--- src/rtl/esw_pkg.sv ---
// Shared types and constants for the encoder speed window average block.
`default_nettype none

package esw_pkg;

  // Field and datapath widths
  localparam int unsigned DATA_W    = 16;
  localparam int unsigned KIND_W    = 2;
  localparam int unsigned CFG_IDX_W = 2;
  localparam int unsigned ACC_W     = 38;
  localparam int unsigned STEP_W    = $clog2(ACC_W + 1);
  localparam int unsigned RATE60_W  = 22;

  // Scaling and reset values
  localparam int unsigned        RPM_SECONDS          = 60;
  localparam int unsigned        DEFAULT_WINDOW_DEPTH = 8;
  localparam logic [DATA_W-1:0]  CPR_RESET            = 16'd4;
  localparam logic [DATA_W-1:0]  RATE_RESET           = 16'd200;
  localparam logic [DATA_W-1:0]  SDIV_RESET           = 16'd0;

  // Request kinds
  typedef enum logic [KIND_W-1:0] {
    KIND_WRAP  = 2'd0,
    KIND_TICK  = 2'd1,
    KIND_CLEAR = 2'd2
  } kind_e;

  // Configuration register indexes
  typedef enum logic [CFG_IDX_W-1:0] {
    CFG_COUNTS_PER_REV = 2'd0,
    CFG_SAMPLE_RATE    = 2'd1,
    CFG_SAMPLE_DIV     = 2'd2
  } cfg_reg_e;

  // Sequencer states
  typedef enum logic [2:0] {
    ST_IDLE,
    ST_TURNS,
    ST_DELTA,
    ST_AVG,
    ST_RPM_MUL,
    ST_RPM_DIV,
    ST_OUT
  } state_e;

  // Shared unit operations
  typedef enum logic {
    ALU_MUL,
    ALU_DIV
  } alu_op_e;

  // Request to the shared multiply/divide unit
  typedef struct packed {
    logic              start;
    alu_op_e           op;
    logic [ACC_W-1:0]  operand;  // multiplicand, or left-aligned dividend
    logic [DATA_W-1:0] factor;   // multiplier, or divisor
    logic [STEP_W-1:0] steps;
  } alu_req_t;

  // Status and results of the shared unit
  typedef struct packed {
    logic             busy;
    logic [ACC_W-1:0] product;
    logic [ACC_W-1:0] quotient;
  } alu_rsp_t;

endpackage

`default_nettype wire

--- src/rtl/esw_alu.sv ---
// Shared shift-add multiplier and restoring divider, one bit per cycle.
`default_nettype none

module esw_alu (
  input  wire logic              clk_i,
  input  wire logic              rst_ni,
  input  wire esw_pkg::alu_req_t req_i,
  output esw_pkg::alu_rsp_t      rsp_o
);
  import esw_pkg::*;

  logic [ACC_W-1:0]  acc_q, acc_d;
  logic [ACC_W-1:0]  opr_q, opr_d;
  logic [DATA_W-1:0] fac_q, fac_d;
  logic [STEP_W-1:0] step_q, step_d;
  alu_op_e           op_q, op_d;

  logic [DATA_W:0]   rem_sh;
  logic [ACC_W-1:0]  add_a, add_b, add_sum;
  logic              add_sub;

  // Select adder operands: accumulate for multiply, trial subtract for divide
  always_comb begin
    rem_sh  = {acc_q[DATA_W-1:0], opr_q[ACC_W-1]};
    add_a   = acc_q;
    add_b   = fac_q[0] ? opr_q : '0;
    add_sub = 1'b0;
    unique case (op_q)
      ALU_MUL: begin
        add_a   = acc_q;
        add_b   = fac_q[0] ? opr_q : '0;
        add_sub = 1'b0;
      end
      ALU_DIV: begin
        add_a   = ACC_W'(rem_sh);
        add_b   = ACC_W'(fac_q);
        add_sub = 1'b1;
      end
    endcase
    add_sum = add_a + (add_sub ? ~add_b : add_b) + ACC_W'(add_sub);
  end

  // Load a new operation or advance one step
  always_comb begin
    acc_d  = acc_q;
    opr_d  = opr_q;
    fac_d  = fac_q;
    step_d = step_q;
    op_d   = op_q;
    if (req_i.start) begin
      acc_d  = '0;
      opr_d  = req_i.operand;
      fac_d  = req_i.factor;
      step_d = req_i.steps;
      op_d   = req_i.op;
    end else if (step_q != '0) begin
      step_d = step_q - STEP_W'(1);
      unique case (op_q)
        ALU_MUL: begin
          acc_d = add_sum;
          opr_d = {opr_q[ACC_W-2:0], 1'b0};
          fac_d = {1'b0, fac_q[DATA_W-1:1]};
        end
        ALU_DIV: begin
          acc_d = add_sum[ACC_W-1] ? ACC_W'(rem_sh) : add_sum;
          opr_d = {opr_q[ACC_W-2:0], ~add_sum[ACC_W-1]};
        end
      endcase
    end
  end

  // Control registers
  always_ff @(posedge clk_i or negedge rst_ni) begin
    if (!rst_ni) begin
      step_q <= '0;
      op_q   <= ALU_MUL;
    end else begin
      step_q <= step_d;
      op_q   <= op_d;
    end
  end

  // Datapath registers
  always_ff @(posedge clk_i) begin
    acc_q <= acc_d;
    opr_q <= opr_d;
    fac_q <= fac_d;
  end

  assign rsp_o.busy     = (step_q != '0);
  assign rsp_o.product  = acc_q;
  assign rsp_o.quotient = opr_q;

endmodule

`default_nettype wire

--- src/rtl/esw_window.sv ---
// Ring store of sample deltas with per-entry valid bits and a running sum.
`default_nettype none

module esw_window #(
  parameter int unsigned WINDOW_DEPTH = esw_pkg::DEFAULT_WINDOW_DEPTH
) (
  input  wire logic                                   clk_i,
  input  wire logic                                   rst_ni,
  input  wire logic                                   clear_i,
  input  wire logic                                   rd_en_i,
  input  wire logic                                   wr_en_i,
  input  wire logic signed [esw_pkg::DATA_W-1:0]      wr_data_i,
  output logic signed [esw_pkg::DATA_W+$clog2(WINDOW_DEPTH)-1:0] sum_o
);
  import esw_pkg::*;

  localparam int unsigned IDX_W = (WINDOW_DEPTH > 1) ? $clog2(WINDOW_DEPTH) : 1;
  localparam int unsigned SUM_W = DATA_W + $clog2(WINDOW_DEPTH);

  logic signed [DATA_W-1:0] mem_q [WINDOW_DEPTH];
  logic [WINDOW_DEPTH-1:0]  valid_q;
  logic [IDX_W-1:0]         idx_q, idx_d;
  logic signed [DATA_W-1:0] rd_data_q;
  logic                     rd_valid_q;
  logic signed [SUM_W-1:0]  sum_q, sum_d;
  logic signed [DATA_W-1:0] old_entry;

  // An entry never written since reset or clear reads as zero
  assign old_entry = rd_valid_q ? rd_data_q : '0;

  // Advance index and running sum on a write; a clear zeroes the sum
  always_comb begin
    idx_d = idx_q;
    sum_d = sum_q;
    if (clear_i) begin
      sum_d = '0;
    end else if (wr_en_i) begin
      sum_d = sum_q - SUM_W'(old_entry) + SUM_W'(wr_data_i);
      idx_d = (idx_q == IDX_W'(WINDOW_DEPTH - 1)) ? '0 : idx_q + IDX_W'(1);
    end
  end

  // Control state
  always_ff @(posedge clk_i or negedge rst_ni) begin
    if (!rst_ni) begin
      valid_q    <= '0;
      idx_q      <= '0;
      sum_q      <= '0;
      rd_valid_q <= 1'b0;
    end else begin
      idx_q <= idx_d;
      sum_q <= sum_d;
      if (clear_i) begin
        valid_q <= '0;
      end else if (wr_en_i) begin
        valid_q[idx_q] <= 1'b1;
      end
      if (rd_en_i) begin
        rd_valid_q <= valid_q[idx_q];
      end
    end
  end

  // Store write and registered read
  always_ff @(posedge clk_i) begin
    if (wr_en_i) begin
      mem_q[idx_q] <= wr_data_i;
    end
    if (rd_en_i) begin
      rd_data_q <= mem_q[idx_q];
    end
  end

  assign sum_o = sum_q;

endmodule

`default_nettype wire

--- src/rtl/encoder_speed_window_average.sv ---
// Top level: encoder speed measurement with windowed RPM, sequencer and registers.
//
//  channel  | handshake                 | payload
//  ---------+---------------------------+---------------------------------------------
//  in       | in_valid_i / in_ready_o   | kind_i, counter_value_i, count_down_i
//  out      | out_valid_o / out_ready_i | delta_counts_o, speed_rpm_o
//  cfg      | cfg_valid_i / cfg_ready_o | cfg_index_i, cfg_data_i
//
// Wrap, clear, ignored and non-sampling tick requests are taken without leaving the idle state.
// A sampling tick holds in_ready_o low until its result is loaded into the output register;
// the shared bit-serial multiply/divide unit runs three operations for it: wraps times
// counts (16 steps), average times rate (16 steps) and the 38-bit quotient by counts
// per revolution (38 steps).
// The window average is a combinational constant reciprocal multiply.
// A result still waiting in the output register holds the sequencer in its last state.
// Reset clears all control state and the window valid bits; no clearing pass.
`default_nettype none

module encoder_speed_window_average #(
  parameter int unsigned WINDOW_DEPTH = esw_pkg::DEFAULT_WINDOW_DEPTH
) (
  input  wire logic                               clk_i,
  input  wire logic                               rst_ni,
  input  wire logic                               in_valid_i,
  output logic                                    in_ready_o,
  input  wire logic [esw_pkg::KIND_W-1:0]         kind_i,
  input  wire logic [esw_pkg::DATA_W-1:0]         counter_value_i,
  input  wire logic                               count_down_i,
  output logic                                    out_valid_o,
  input  wire logic                               out_ready_i,
  output logic signed [esw_pkg::DATA_W-1:0]       delta_counts_o,
  output logic signed [esw_pkg::DATA_W-1:0]       speed_rpm_o,
  input  wire logic                               cfg_valid_i,
  output logic                                    cfg_ready_o,
  input  wire logic [esw_pkg::CFG_IDX_W-1:0]      cfg_index_i,
  input  wire logic [esw_pkg::DATA_W-1:0]         cfg_data_i
);
  import esw_pkg::*;

  localparam int unsigned SUM_W     = DATA_W + $clog2(WINDOW_DEPTH);
  // Reciprocal of the depth, exact for every window sum magnitude
  localparam int unsigned AVG_SHIFT = SUM_W + $clog2(WINDOW_DEPTH);
  localparam int unsigned RECIP_W   = SUM_W + 2;
  localparam int unsigned PROD_W    = SUM_W + RECIP_W;
  localparam logic [63:0] RECIP_FULL =
    ((64'd1 << AVG_SHIFT) + 64'(WINDOW_DEPTH) - 64'd1) / 64'(WINDOW_DEPTH);
  localparam logic [RECIP_W-1:0] AVG_RECIP = RECIP_W'(RECIP_FULL);

  state_e state_q, state_d;

  logic [DATA_W-1:0] cpr_q, rate_q, sdiv_q;
  logic [DATA_W-1:0] wrap_q, prev_q, tick_q, cnt_val_q;
  logic              first_q, down_q, neg_q;
  logic              out_valid_q;
  logic [DATA_W-1:0] delta_q, out_delta_q, out_rpm_q;

  logic              in_fire, is_sample, out_load, win_rd, win_wr, win_clear;
  alu_req_t          alu_req;
  alu_rsp_t          alu_rsp;
  logic signed [SUM_W-1:0] win_sum;
  logic [SUM_W-1:0]  abs_sum;
  logic [PROD_W-1:0] avg_prod;
  logic [DATA_W-1:0] turns, diff, delta_calc, quot16, rpm_calc, cpr_div, avg16;
  logic [RATE60_W-1:0] rate60;

  assign in_fire   = in_valid_i && in_ready_o;
  assign is_sample = (kind_i == KIND_TICK) && (tick_q == '0);
  assign win_clear = in_fire && (kind_i == KIND_CLEAR);

  // Delta arithmetic
  assign turns      = alu_rsp.product[DATA_W-1:0];
  assign diff       = cnt_val_q - prev_q;
  assign delta_calc = first_q ? '0 : (down_q ? turns - diff : diff + turns);

  // Scaling operands
  assign abs_sum  = win_sum[SUM_W-1] ? SUM_W'(-win_sum) : SUM_W'(win_sum);
  assign avg_prod = PROD_W'(abs_sum) * PROD_W'(AVG_RECIP);
  assign avg16    = avg_prod[AVG_SHIFT +: DATA_W];
  assign rate60   = RATE60_W'(rate_q) * RATE60_W'(RPM_SECONDS);
  assign cpr_div  = (cpr_q == '0) ? DATA_W'(1) : cpr_q;
  assign quot16   = alu_rsp.quotient[DATA_W-1:0];
  assign rpm_calc = neg_q ? DATA_W'(-quot16) : quot16;

  // Next state
  always_comb begin
    state_d = state_q;
    unique case (state_q)
      ST_IDLE:    if (in_fire && is_sample) state_d = ST_TURNS;
      ST_TURNS:   if (!alu_rsp.busy) state_d = ST_DELTA;
      ST_DELTA:   state_d = ST_AVG;
      ST_AVG:     state_d = ST_RPM_MUL;
      ST_RPM_MUL: if (!alu_rsp.busy) state_d = ST_RPM_DIV;
      ST_RPM_DIV: if (!alu_rsp.busy) state_d = ST_OUT;
      ST_OUT:     if (!out_valid_q || out_ready_i) state_d = ST_IDLE;
      default:    state_d = ST_IDLE;
    endcase
  end

  // Sequencer outputs
  always_comb begin
    in_ready_o      = 1'b0;
    win_rd          = 1'b0;
    win_wr          = 1'b0;
    out_load        = 1'b0;
    alu_req.start   = 1'b0;
    alu_req.op      = ALU_MUL;
    alu_req.operand = '0;
    alu_req.factor  = '0;
    alu_req.steps   = '0;
    unique case (state_q)
      ST_IDLE: begin
        in_ready_o = 1'b1;
        if (in_fire && is_sample) begin
          win_rd          = 1'b1;
          alu_req.start   = 1'b1;
          alu_req.op      = ALU_MUL;
          alu_req.operand = ACC_W'(cpr_q);
          alu_req.factor  = wrap_q;
          alu_req.steps   = STEP_W'(DATA_W);
        end
      end
      ST_DELTA: begin
        win_wr = 1'b1;
      end
      ST_AVG: begin
        alu_req.start   = 1'b1;
        alu_req.op      = ALU_MUL;
        alu_req.operand = ACC_W'(rate60);
        alu_req.factor  = avg16;
        alu_req.steps   = STEP_W'(DATA_W);
      end
      ST_RPM_MUL: begin
        if (!alu_rsp.busy) begin
          alu_req.start   = 1'b1;
          alu_req.op      = ALU_DIV;
          alu_req.operand = alu_rsp.product;
          alu_req.factor  = cpr_div;
          alu_req.steps   = STEP_W'(ACC_W);
        end
      end
      ST_OUT: begin
        out_load = !out_valid_q || out_ready_i;
      end
      default: begin
        in_ready_o = 1'b0;
      end
    endcase
  end

  // Control and measurement state
  always_ff @(posedge clk_i or negedge rst_ni) begin
    if (!rst_ni) begin
      state_q     <= ST_IDLE;
      cpr_q       <= CPR_RESET;
      rate_q      <= RATE_RESET;
      sdiv_q      <= SDIV_RESET;
      wrap_q      <= '0;
      prev_q      <= '0;
      first_q     <= 1'b1;
      tick_q      <= SDIV_RESET;
      out_valid_q <= 1'b0;
    end else begin
      state_q <= state_d;

      // Register writes
      if (cfg_valid_i && cfg_ready_o) begin
        unique case (cfg_index_i)
          CFG_COUNTS_PER_REV: cpr_q  <= cfg_data_i;
          CFG_SAMPLE_RATE:    rate_q <= cfg_data_i;
          CFG_SAMPLE_DIV:     sdiv_q <= cfg_data_i;
          default:            ;
        endcase
      end

      // Decode the accepted request
      if (in_fire) begin
        unique case (kind_i)
          KIND_WRAP: begin
            if (wrap_q != '1) wrap_q <= wrap_q + DATA_W'(1);
          end
          KIND_TICK: begin
            tick_q <= (tick_q != '0) ? tick_q - DATA_W'(1) : sdiv_q;
          end
          KIND_CLEAR: begin
            first_q <= 1'b1;
          end
          default: ;
        endcase
      end

      // Close the sample period
      if (state_q == ST_DELTA) begin
        first_q <= 1'b0;
        wrap_q  <= '0;
        prev_q  <= cnt_val_q;
      end

      // Hold the result until taken
      if (out_load) begin
        out_valid_q <= 1'b1;
      end else if (out_ready_i) begin
        out_valid_q <= 1'b0;
      end
    end
  end

  // Payload registers
  always_ff @(posedge clk_i) begin
    if (in_fire && is_sample) begin
      cnt_val_q <= counter_value_i;
      down_q    <= count_down_i;
    end
    if (state_q == ST_DELTA) begin
      delta_q <= delta_calc;
    end
    if (state_q == ST_AVG) begin
      neg_q <= win_sum[SUM_W-1];
    end
    if (out_load) begin
      out_delta_q <= delta_q;
      out_rpm_q   <= rpm_calc;
    end
  end

  esw_alu u_alu (
    .clk_i  (clk_i),
    .rst_ni (rst_ni),
    .req_i  (alu_req),
    .rsp_o  (alu_rsp)
  );

  esw_window #(
    .WINDOW_DEPTH (WINDOW_DEPTH)
  ) u_window (
    .clk_i     (clk_i),
    .rst_ni    (rst_ni),
    .clear_i   (win_clear),
    .rd_en_i   (win_rd),
    .wr_en_i   (win_wr),
    .wr_data_i (delta_calc),
    .sum_o     (win_sum)
  );

  assign cfg_ready_o    = 1'b1;
  assign out_valid_o    = out_valid_q;
  assign delta_counts_o = out_delta_q;
  assign speed_rpm_o    = out_rpm_q;

endmodule

`default_nettype wire
--- config.mk ---
export PLATFORM = sky130hd
export DESIGN_NAME = encoder_speed_window_average
export DESIGN_NICKNAME = d
export VERILOG_FILES = /design/src/rtl/esw_pkg.sv /design/src/rtl/esw_alu.sv /design/src/rtl/esw_window.sv /design/src/rtl/encoder_speed_window_average.sv
export SDC_FILE = /design/constraint.sdc
export NUM_CORES = 1
export LEC_CHECK = 0
export BUFFER_PORTS_ARGS = -buffer_cell sky130_fd_sc_hd__clkbuf_2
export CAP_MARGIN = 40
export CORE_MARGIN = 5
export CORE_UTILIZATION = 51
export CTS_BUF_LIST = sky130_fd_sc_hd__clkbuf_2
export DETAILED_ROUTE_END_ITERATION = 16
export PLACE_DENSITY_LB_ADDON = 0.3
export SLEW_MARGIN = 0
export SYNTH_ARGS = -nofsm -noshare
export SYNTH_HDL_FRONTEND = slang
export SYNTH_SLANG_ARGS = --single-unit
export TNS_END_PERCENT = 10
--- constraint.sdc ---
create_clock -name clk_i -period 8.6 [get_ports clk_i]
set_input_delay 0.43 -clock clk_i [delete_from_list [all_inputs] [get_ports clk_i]]
set_output_delay 0.43 -clock clk_i [all_outputs]
set_load 0.02 [all_outputs]
## Word level (Yosys, flattened, before mapping)

Memories as Yosys holds them, arrays and structs flattened. A register that Yosys moved wholly into a read port is not among the register bits.
Index checks and enable logic that the tools add are counted.

| storage, ports and cells | value |
|---|---|
| register bits after elaboration | 297 |
| RAM bits | 128 |
| input bits | 42 |
| logic and storage cells | 150 |
| memories | 1 |

| operators by class | value |
|---|---|
| add/sub/neg operators | 13 |
| multipliers | 1 |
| order comparisons | 2 |
| eq/ne operators | 18 |
| multiplexer cells | 56 |
| bitwise logic cells | 5 |
| reduce and logical (&&, ||, !) cells | 30 |

Memories:

| memory | words | width | rd ports | clocked after Yosys merged registers in | wr ports | line | text |
|---|---|---|---|---|---|---|---|
| u_window.mem_q | 8 | 16 | 1 | 1 | 1 | esw_window.sv:20 | `logic signed [DATA_W-1:0] mem_q [WINDOW_DEPTH];` |

Operators by type and width:

| operator | count |
|---|---|
| $pmux W38 S2 | 4 |
| $mux W16 | 13 |
| $pmux W62 S3 | 1 |
| $mux W38 | 4 |
| $mux W62 | 2 |
| $mux W19 | 3 |
| $add A38 B1 Y38 | 1 |
| $add A38 B38 Y38 | 1 |
| $not A38 Y38 | 1 |
| $mux W37 | 1 |
| $logic_not A16 Y1 | 2 |
| $sub A16 B16 Y16 | 2 |
| $pmux W3 S7 | 1 |
| $mul A16 B4 Y20 const B | 1 |
| $add A19 B16 Y19 | 1 |
| $neg A19 Y19 | 1 |
| $sub A19 B16 Y19 | 1 |
| $mux W3 | 6 |
| $add A16 B1 Y16 const B | 1 |
| $add A16 B16 Y16 | 1 |
| $mux W8 | 2 |
| $ne A16 B16 Y1 const B | 1 |
| $neg A16 Y16 | 1 |
| $reduce_bool A16 Y1 | 1 |
| other kinds (28) | 72 |

## Longest topological paths before layout

Gate-level depths: netlist of the first run.

| depth | value |
|---|---|
| word-level depth | 10 |
| gate-level depth with buffers | 30 |
| depth with buffers taken out | 30 |

## By module

A second synthesis of the first run with hierarchy kept.

| second synthesis, totals | value |
|---|---|
| cells, all modules | 2494 |
| area total of the unflattened synthesis | 26312.7 sq um |

By module, submodules not included:

| module | instances | cells an instance | area an instance (sq um) | seq. area each (sq um) |
|---|---|---|---|---|
| encoder_speed_window_average | 1 | 1054 | 10762.8 | 4515.6 |
| esw_window | 1 | 652 | 8449.4 | 5099.9 |
| esw_alu | 1 | 788 | 7100.6 | 2557.5 |

## Worst setup path before layout of the first run

No wires, ideal clock.

| timing path | value |
|---|---|
| path kind | flip-flop to flip-flop |
| start point | register cnt_val_q[0] |
| end point | register u_window.sum_q[18], in the netlist u_window.sum_o[18] |
| setup time | 0.125 ns |
| arrival | 6.083 ns |
| path slack | 2.392 ns |
| cell stages (with the launch flop) | 31 |
| period minus slack after synthesis | 6.208 ns |
| cell sequence | edfxtp_1 -> inv_1 -> ha_1 -> inv_1 -> fa_1 -> a21o_1 -> a21oi_1 -> xor2_1 -> o21ai_0 -> or2_2 -> nor4_1 -> nor2_1 -> xor2_1 -> ha_1 -> a21oi_1 -> o21ai_0 -> a31oi_1 -> o31ai_1 -> o41ai_1 -> xnor2_1 -> xnor3_1 -> nand2_1 -> fa_1 -> inv_1 -> ha_1 -> inv_1 -> o21ai_0 -> a41oi_1 -> mux2i_1 -> o21a_1 -> o21ai_1 |

| on the way | value |
|---|---|
| word-level cells in the longest chain between the ends | 7 |

Ends and longest elaborated chain:

| element | line | text |
|---|---|---|
| from (decl) | encoder_speed_window_average.sv:52 | `logic [DATA_W-1:0] wrap_q, prev_q, tick_q, cnt_val_q;` |
| from (signal assigned) | encoder_speed_window_average.sv:210 | `cnt_val_q <= counter_value_i;` |
| $sub A16 B16 Y16 * | encoder_speed_window_average.sv:72 | `assign diff = cnt_val_q - prev_q;` |
| $add A16 B16 Y16 or $sub A16 B16 Y16 (tied branches) | encoder_speed_window_average.sv:73 | `assign delta_calc = first_q ? '0 : (down_q ? turns - diff : diff + turns);` |
| $mux W16 * (2 in series) | encoder_speed_window_average.sv:73 |  |
| $add A19 B16 Y19 * | esw_window.sv:38 | `sum_d = sum_q - SUM_W'(old_entry) + SUM_W'(wr_data_i);` |
| $mux W19 * | esw_window.sv:37 | `end else if (wr_en_i) begin` |
| $mux W19 * | esw_window.sv:35 | `if (clear_i) begin` |
| to (signal assigned) | esw_window.sv:52 | `sum_q <= sum_d;` |
| to (decl) | esw_window.sv:25 | `logic signed [SUM_W-1:0] sum_q, sum_d;` |

Mark *: on every way between the ends. The rest lies on a longest branch, timed or not. The select of a mux whose other input is x is not followed.
A chain may end at the register's enable or synchronous reset.

## Worst setup path after layout of the first run

Ends and elaborated chain as after synthesis.

==> flow_summary.toml, run 1 <==
[clock_tree]
cts_tree = "done"
cts_root_buf = "clkbuf_2"
numClockSinks = 441
cts_buffers = 109
ctsResizeCount = 0
insertion_delay_ns = 1.16
clk_path_buf_depth = 3
ctsHtreeMaxLevel = 3
clk_pin_slew_ns = 0.11

[critical_path]
max_stage_delay_ns = 0.59
cp.arrival_ns = 7.98
crit_slowest_cell = "fa_1"
cp-end-kind = "flip-flop"
crit_path_start_kind = "flip-flop"
cp_data_required_time_ns = 9.62
critical_path.max_fanout = 5
crit_top_cell = "inv_1"
worstSetupPathType = "flip-flop to flip-flop"

[floorplan]
die-area_sq_um = 53500
die_height_microns = 231
design.core.area_sq_um = 48600
pin_count = 77
core.rowCount = 81
start_util = 0.513
die_x_microns = 231

[sta]
max_freq_ghz = 0.144
tns_ns = 0
layout_min_cycle_time_ns = 6.96
timing.final.crit_share = 0.809
hold_violations = 0
worstMarginPinSlew_ns = 0.910
finClkSkew_ns = 0.0808
setup_violations = 0
rsz0062_at_grt = "no"
slew_violations = 0
max_slew_margin = 0.391

[synthesis]
synth_area_leaders = "edfxtp_1, dfrtp_1, ha_1"
synth_area_sq_um = 25000
synth_edf_count = 264
yosysTopAreaCellShare = 0.318
synth_cell_type_count = 78
ys_seq_area_frac = 0.488
syn_inst = 2357
yosys.area.top_type = "edfxtp_1"
async_reset_ff_frac = 0.315
synth-seq-cells = 441
synth_flop_cell = "edfxtp_1"
synth_area_per_cell_sq_um = 10.6
yosysWarningCount = 0
syn_nets = 2565

[finish]
nets = 2766
synthToLayoutAreaGrowth_pct = 12.6
layout.cells.non_filler = 3283
drive_gt1_frac = 0.154
postLayoutCoreUtil = 0.577

[placement]
placed_cells = 3005
gp_congestion = 0.970
hpwl_microns = 44400
io_buffers = 75

[global_routing]
track_usage = 0.239
antenna_found_initial = 2
grt.overflow.total = 0
grt_max_degree = 71
grt_pass1_wl_microns = 103000
grt_pass1_vias = 19258

[power_and_ir_drop]
clkPwrFrac = 0.131
p_int_mw = 6.21
p_seq_frac = 0.298
power.total_mw = 11.2
power_density_nw_per_um2 = 400
p_sw_mw = 5.02
peakVddDrop_mv = 0.187
p_comb_frac = 0.570
p_leak_nw = 11.8
netSwitchingFraction = 0.447

[routing]
via_per_inst = 5.84
dr.pass1.iters = 5
drt_iter0_drc = 1452
drtAntennaViolNets = 0
drc_errors = 0
num_vias = 19165
wl_per_cell_microns = 19.4
wl_microns = 63800

[hold_path]
hold_path.class = "input pin to flip-flop"

[job]
max_cap_violations = 0

[outcome]
status = "finished clean"
-- placed cells by master, fill, tap and decap left out, types with 28 or more instances in the layout --
master and count:
a21oi_1 128, nand2_1 219, nand3_1 43, a21o_1 46, a22oi_1 74, o21ai_0 121, nand4_1 34, nor3_1 38
ha_1 116, xnor2_1 86, dfxtp_1 38, nor2_1 139, dlygate4sd3_1 63, clkbuf_2 248, edfxtp_1 264, mux2_2 65
o21ai_1 42, xor2_1 46, dfrtp_1 133, a22o_1 54, nor2b_1 28, fa_1 50, inv_1 154
-- through the flow --
stage          area (sq um)  setup slack [ns]  hold slack, ns
5_1_grt               28100              1.09         -0.0167
4_1_cts               28100              1.68          0.0117
3_5_place_dp          26300              1.72           0.405
3_3_place_gp          26000              1.86           0.406
6_report              28100              1.64           0.106
2_1_floorplan         25000              2.39           0.134
-- cells by family (layout without fill, tap and decap cells) --
logic type / Yosys count / after routing / share of synthesized area
buffers and inverters: 249 / 546 / 0.0376
adder cells (fa/ha/maj): 166 / 166 / 0.0983
other: 1 / 8 / 0.000150
XOR/XNOR: 133 / 133 / 0.0472
flip-flops: 441 / 441 / 0.488
multiplexers: 76 / 76 / 0.0337
AO/OA/AOI/OAI: 640 / 640 / 0.169
AND/OR/NAND/NOR: 651 / 651 / 0.126
-- layout make-up --
cell class,count,area [sq um]
sequential,441,12200
tap,622,778
timing repair buffer,183,1530
fill,4186,20600
clock buffer,174,871
multi-input combinational,1667,11900
inverter,156,586
clock inverter,33,200
antenna,7,17.5
-- power by group through the flow --
stage	Combinational [mW]	Sequential (mW)	Clock, mW
floorplan	4.98	3.16	0
global placement	6.12	3.36	0
detailed placement	6.31	3.38	0
CTS	6.39	3.33	1.53
global route	7.19	3.39	1.66
finish	6.40	3.35	1.48
-- state kept, by name, summed over array words and instances (netlist names), 6 cells and up --
register            count
u_window.sum_o         19
u_window.mem_q        128
sdiv_q                 16
u_alu.acc_q            38
u_alu.fac_q            16
prev_q                 16
tick_q                 16
u_window.valid_q        8
u_alu.step_q            6
wrap_q                 16
u_alu.opr_q            38
delta_counts_o         16
cnt_val_q              16
cpr_q                  16
delta_q                16
rate_q                 16
u_window.rd_data_q     16
speed_rpm_o            16
-- cell usage after synthesis (all sizes together) (6+ instances only) --
| master | number |
|---|---|
| nor4 | 12 |
| o21a | 12 |
| a32o | 6 |
| and2 | 27 |
| nor3b | 11 |
| or2 | 10 |
| o211ai | 14 |
| fa | 50 |
| nand2b | 16 |
| inv | 155 |
| nor2 | 142 |
| a211oi | 12 |
| a22o | 54 |
| dfxtp | 38 |
| or4 | 10 |
| o22ai | 12 |
| a21o | 46 |
| mux2i | 11 |
| and3 | 19 |
| or3 | 21 |
| xor2 | 46 |
| a21oi | 128 |
| nand4 | 34 |
| o21bai | 14 |
| a221oi | 11 |
| a31oi | 15 |
| a22oi | 74 |
| nor2b | 28 |
| a221o | 8 |
| o21ai | 165 |
| mux2 | 65 |
| ha | 116 |
| clkbuf | 88 |
| nand3 | 43 |
| dfrtp | 134 |
| a21boi | 9 |
| o31a | 7 |
| nor3 | 43 |
| xnor2 | 86 |
| o31ai | 21 |
| nand3b | 8 |
| edfxtp | 264 |
| nand2 | 219 |
-- critical path, delay by kind of cell (launching register included) --
family                   cells  cell delay, ns
AO/OA/AOI/OAI               12            2.12
XOR/XNOR                     4            0.94
adder cells (fa/ha/maj)      5            1.87
buffers and inverters        4            0.28
flip-flops                   1            0.36
multiplexers                 1            0.25
AND/OR/NAND/NOR              4            1.02
-- worst paths after layout --
path / from / end / slack [ns] / cells after the start
setup / recovery: cnt_val_q[0] / u_window.sum_o[18] / 1.64 / 30
hold / removal: cfg_data_i[4] / sdiv_q[4] / 0.11 / 3
setup reg to reg: cnt_val_q[0] / u_window.sum_o[18] / 1.64 / 30
hold reg to reg: delta_q[6] / delta_counts_o[6] / 0.41 / 0
max in group asynchronous: rst_ni / rate_q[6] / 7.53 / 5
min in group asynchronous: rst_ni / first_q / 0.38 / 3
-- per-layer routing --
layer	vias to the layer above	part of all wire	GRT usage
li1	9122	-	-
met1	9281	0.42	0.307
met2	612	0.49	0.401
met3	150	0.064	0.0496
met4	0	0.033	0.0884
met5	-	0	0
-- what timing repair did --
action	CTS	global route
endpoints found under the setup margin	0	0
hold endpoints to repair	203	0
buffers inserted	0	0
hold buffers	64	0
Power figures use the tool's default switching activity.
==> inputs of run 2 (changes only) <==
==> constraint.sdc (replaced) <==
create_clock -name clk_i -period 6.6 [get_ports clk_i]
set_input_delay 0.33 -clock clk_i [delete_from_list [all_inputs] [get_ports clk_i]]
set_output_delay 0.33 -clock clk_i [all_outputs]
set_load 0.02 [all_outputs]
==> run 2 against run 1 <==
- maximum frequency increased by 10%
- utilization rose by 0.81 points
- critical endpoint is now u_window.sum_o[16]
- largest cell class unchanged
- non-clock buffer count rose by 32
- clock-buffer cell count is 11 lower
- design area up 1.4%
- cell count rose by 0.94%
- worst setup slack lost 1.4 ns
- critical path type unchanged
- first-iteration DRC count is 5.2% higher
- total power up 35%
==> flow_summary.toml, run 2 (synthesis results as in run 1) <==
[critical_path]
max_stage_delay_ns = 0.53
cp_data_required_time_ns = 7.66
cp.arrival_ns = 7.38
cp-end-kind = "flip-flop"
crit_path_start_kind = "flip-flop"
crit_slowest_cell = "fa_1"
worstSetupPathType = "flip-flop to flip-flop"
critical_path.max_fanout = 5

[power_and_ir_drop]
peakVddDrop_mv = 0.234
netSwitchingFraction = 0.451
p_int_mw = 8.30
clkPwrFrac = 0.133
p_seq_frac = 0.289
p_leak_nw = 12.0
p_sw_mw = 6.82
power_density_nw_per_um2 = 531
p_comb_frac = 0.579

[routing]
num_vias = 19438
drtAntennaViolNets = 0
dr.pass1.iters = 8
wl_per_cell_microns = 19.8
drc_errors = 0
wl_microns = 65600
via_per_inst = 5.87
drt_iter0_drc = 1528

[global_routing]
grt_pass1_vias = 19775
grt.overflow.total = 0
track_usage = 0.243
antenna_found_initial = 2
grt_pass1_wl_microns = 104000
grt_max_degree = 61

[sta]
worstMarginPinSlew_ns = 0.924
setup_violations = 0
layout_min_cycle_time_ns = 6.32
timing.final.crit_share = 0.958
finClkSkew_ns = 0.107
hold_violations = 0
max_freq_ghz = 0.158
max_slew_margin = 0.382
final.setup.worst_slack_ns = 0.279
whs_ns = 0.117
slew_violations = 0

[clock_tree]
cts_buffers = 110
insertion_delay_ns = 1.24
numClockSinks = 441
ctsHtreeMaxLevel = 3
clk_path_buf_depth = 3
cts_root_buf = "clkbuf_2"
clk_pin_slew_ns = 0.10
cts_tree = "done"

[floorplan]
die_x_microns = 231
start_util = 0.513
die_height_microns = 231
core.rowCount = 81
die-area_sq_um = 53500
design.core.area_sq_um = 48600
pin_count = 77

[placement]
dp_slack_ns = -0.181
io_buffers = 75
hpwl_microns = 45400
gp_congestion = 0.907

[finish]
final_common_cell = "edfxtp_1"
nets = 2799
final_cell_mix = "edfxtp_1, clkbuf_2, nand2_1"
top_register = "u_window.mem_q"
largestRegisters = "u_window.mem_q (128), u_alu.acc_q (38), u_alu.opr_q (38)"
largest_register_ffs = 128
drive_gt1_frac = 0.165
synthToLayoutAreaGrowth_pct = 14.1

[hold_path]
hold_path.class = "input pin to flip-flop"

[outcome]
status = "finished clean"

[job]
max_cap_violations = 0
run 2: metal layers:
layer  part of all wire  track usage  up-vias
li1                   -            -     9170
met2               0.48        0.408      679
met4              0.044        0.105        0
met3              0.060       0.0447      210
met1               0.42        0.310     9379
met5                  0            0        -
run 2: worst paths after layout:
kind	startpoint	to	slack [ns]	depth (start not counted)
setup / recovery	cnt_val_q[0]	u_window.sum_o[16]	0.28	30
hold / removal	out_ready_i	out_valid_o	0.12	4
setup reg to reg	cnt_val_q[0]	u_window.sum_o[16]	0.28	30
hold reg to reg	delta_q[3]	delta_counts_o[3]	0.43	0
max in group asynchronous	rst_ni	rate_q[3]	5.62	5
min in group asynchronous	rst_ni	u_window.valid_q[4]	0.20	4
run 2: power by group through the flow:
| stage | Sequential (mW) | Clock (mW) | Combinational [mW] |
|---|---|---|---|
| floorplan | 4.12 | 0 | 6.48 |
| global placement | 4.38 | 0 | 8.06 |
| detailed placement | 4.40 | 0 | 8.32 |
| CTS | 4.35 | 2.06 | 8.49 |
| global route | 4.43 | 2.21 | 9.73 |
| finish | 4.36 | 2.01 | 8.75 |
run 2: worst max-delay path: cells and delay by family, from the launching register on:
kind	cells	cell delay [ns]
xor+xnor	2	0.36
buf+inv	6	0.66
simple gates	3	0.69
flops	1	0.38
fa+ha+maj	5	1.72
compound gates	14	2.39
run 2: cell type report:
cell class	instances	area, sq um
timing repair buffer	215	1790
multi-input combinational	1667	12000
inverter	156	586
antenna	7	17.5
clock inverter	43	287
fill	4114	20200
tap	622	778
sequential	441	12200
clock buffer	163	816
run 2: stage by stage:
stage | cells | instance area [sq um] | TNS (ns) | utilization | power, mW
4_1_cts | 3301 | 28300 | 0 | 0.582 | 14.9
3_3_place_gp | 2996 | 26100 | 0 | 0.537 | 12.4
2_1_floorplan | 2357 | 25000 | 0 | - | 10.6
6_report | 3314 | 28500 | 0 | 0.586 | 15.1
3_5_place_dp | 3012 | 26400 | -0.257 | 0.542 | 12.7
5_1_grt | 3312 | 28500 | -0.0467 | 0.585 | 16.4
run 2: repair_timing:
action | 4_1_cts | 5_1_grt
endpoints found under the setup margin | 2 | 4
setup buffers | 1 | 5
pin swaps | 1 | 16
hold endpoints to repair | 236 | 0
hold buffers | 82 | 0
resized for setup | 5 | 22
==> inputs of run 3 (changes only) <==
--- a/config.mk
+++ b/config.mk
@@ -12,6 +12,7 @@
 export CTS_BUF_LIST = sky130_fd_sc_hd__clkbuf_2
 export DETAILED_ROUTE_END_ITERATION = 16
 export PLACE_DENSITY_LB_ADDON = 0.3
+export REMOVE_ABC_BUFFERS = 1
 export SLEW_MARGIN = 0
 export SYNTH_ARGS = -nofsm -noshare
 export SYNTH_HDL_FRONTEND = slang
==> run 3 against run 2 <==
- sequential share of layout area is 0.062 points higher
- first-iteration DRC count is 5.9% higher
- clock-buffer cell count is 6 higher
- largest power group unchanged
==> flow_summary.toml, run 3 (synthesis results as in run 1) <==
[sta]
setup_violations = 0
hold_violations = 0
finClkSkew_ns = 0.103
worstMarginPinSlew_ns = 0.933
max_freq_ghz = 0.161
whs_ns = 0.121
slew_violations = 0
layout_min_cycle_time_ns = 6.23
timing.final.crit_share = 0.943
max_slew_margin = 0.375

[critical_path]
crit_slowest_cell = "fa_1"
crit_path_start_kind = "flip-flop"
worstSetupPathType = "flip-flop to flip-flop"
cp-end-kind = "flip-flop"
critical_path.max_fanout = 5
r2r_slack_ns = 0.37
cp_data_required_time_ns = 7.62
max_stage_delay_ns = 0.55
crit_top_cell = "o21ai_1"
cp.arrival_ns = 7.24

[floorplan]
pin_count = 77
start_util = 0.513
die_height_microns = 231
die-area_sq_um = 53500
design.core.area_sq_um = 48600
die_x_microns = 231
core.rowCount = 81

[finish]
final_cell_mix = "edfxtp_1, clkbuf_2, nand2_1"
nets = 2800
drive_gt1_frac = 0.166
synthToLayoutAreaGrowth_pct = 14.0
largestRegisters = "u_window.mem_q (128), u_alu.acc_q (38), u_alu.opr_q (38)"
largest_register_ffs = 128
fillers = 4099
final_area_sq_um = 28400
top_register = "u_window.mem_q"
final_common_cell = "edfxtp_1"
layout.cells.non_filler = 3312

[routing]
drt_iter0_drc = 1618
drc_errors = 0
via_per_inst = 5.87
dr.pass1.iters = 6
wl_microns = 65500
wl_per_cell_microns = 19.8
num_vias = 19427
drtAntennaViolNets = 0

[clock_tree]
cts_buffers = 111
ctsHtreeMaxLevel = 3
clk_pin_slew_ns = 0.11
insertion_delay_ns = 1.16
clk_path_buf_depth = 3
cts_root_buf = "clkbuf_2"
cts_tree = "done"
numClockSinks = 441

[job]
max_cap_violations = 0

[hold_path]
hold_path.class = "input pin to flip-flop"

[power_and_ir_drop]
power_density_nw_per_um2 = 526
peakVddDrop_mv = 0.440
power.total_mw = 15.0
clkPwrFrac = 0.127
p_sw_mw = 6.75
netSwitchingFraction = 0.451
p_comb_frac = 0.578
p_int_mw = 8.21
p_seq_frac = 0.295
p_leak_nw = 12.0

[placement]
hpwl_microns = 45200
postPlaceCellArea_sq_um = 26400
io_buffers = 75
gp_congestion = 0.874
placed_cells = 3016

[global_routing]
grt_pass1_vias = 19453
antenna_found_initial = 4
track_usage = 0.245
grt_pass1_wl_microns = 105000
grt.overflow.total = 0
grt_max_degree = 68

[outcome]
status = "finished clean"
## run 3: cell count changes in the layout (fill, tap and decap cells not counted), sizes merged
cell	previous run	this run
clkbuf	237	243
diode	7	2
buf	60	63
dlygate4sd3	81	78
bufinv	3	1
inv	160	158
clkinv	35	36
## run 3: area by class of cell
class,instances,area [sq um],area share
clock buffers,169,846,0.0297
inverters,156,586,0.0206
flip-flops and latches,441,12200,0.428
clock inverters,40,215,0.00757
multi-input cells,1667,12000,0.423
well taps,622,778,0.0274
repair buffers,215,1800,0.0632
diodes,2,5.00,0.000176
## run 3: per-stage QoR
| step | util | worst slack, ns | TNS, ns |
|---|---|---|---|
| 6_report | 0.585 | 0.374 | 0 |
| 5_1_grt | 0.585 | -0.0363 | -0.0499 |
| 4_1_cts | 0.582 | 0.0102 | 0 |
| 3_5_place_dp | 0.543 | -0.0778 | -0.0778 |
| 3_3_place_gp | 0.537 | 0.0985 | 0 |
| 2_1_floorplan | - | 0.316 | 0 |
## run 3: path summary, 6_finish.rpt
kind	cells past startpoint	startpoint	endpoint
max reg2reg	30	cnt_val_q[0]	u_window.sum_o[18]
min	3	cfg_data_i[8]	rate_q[8]
max in group asynchronous	5	rst_ni	rate_q[6]
min in group asynchronous	3	rst_ni	first_q
max	30	cnt_val_q[0]	u_window.sum_o[18]
min reg2reg	0	delta_q[2]	delta_counts_o[2]
## run 3: routing by layer
metal  track usage  part of all wire  vias up
li1              -                 -     9174
met1         0.328              0.43     9357
met2         0.403              0.47      753
met3        0.0512             0.074      141
met4        0.0804             0.026        2
met5             0           0.00020        -
## run 3: worst max-delay path, delay by kind of cell, from the launching register on
kind,cells,cell delay [ns]
multiplexers,1,0.28
AND/OR/NAND/NOR,3,0.61
adder cells (fa/ha/maj),5,1.72
AO/OA/AOI/OAI,14,2.26
flip-flops,1,0.39
XOR/XNOR,2,0.34
buffers and inverters,5,0.50
## run 3: power groups by stage
stage,clock network (mW),registers [mW],logic (mW)
after global placement,0,4.43,8.08
after detailed placement,0,4.45,8.29
after CTS,1.96,4.39,8.43
after floorplan,0,4.18,6.37
after global routing,2.13,4.47,9.62
final,1.90,4.41,8.64
## run 3: timing repair
item / in CTS / in global routing
cloned: 0 / 0
pin swaps: 0 / 20
hold endpoints to repair: 236 / 0
setup endpoints to repair: 2 / 6
hold buffers: 79 / 0
buffers inserted: 0 / 6
resized for setup: 2 / 21
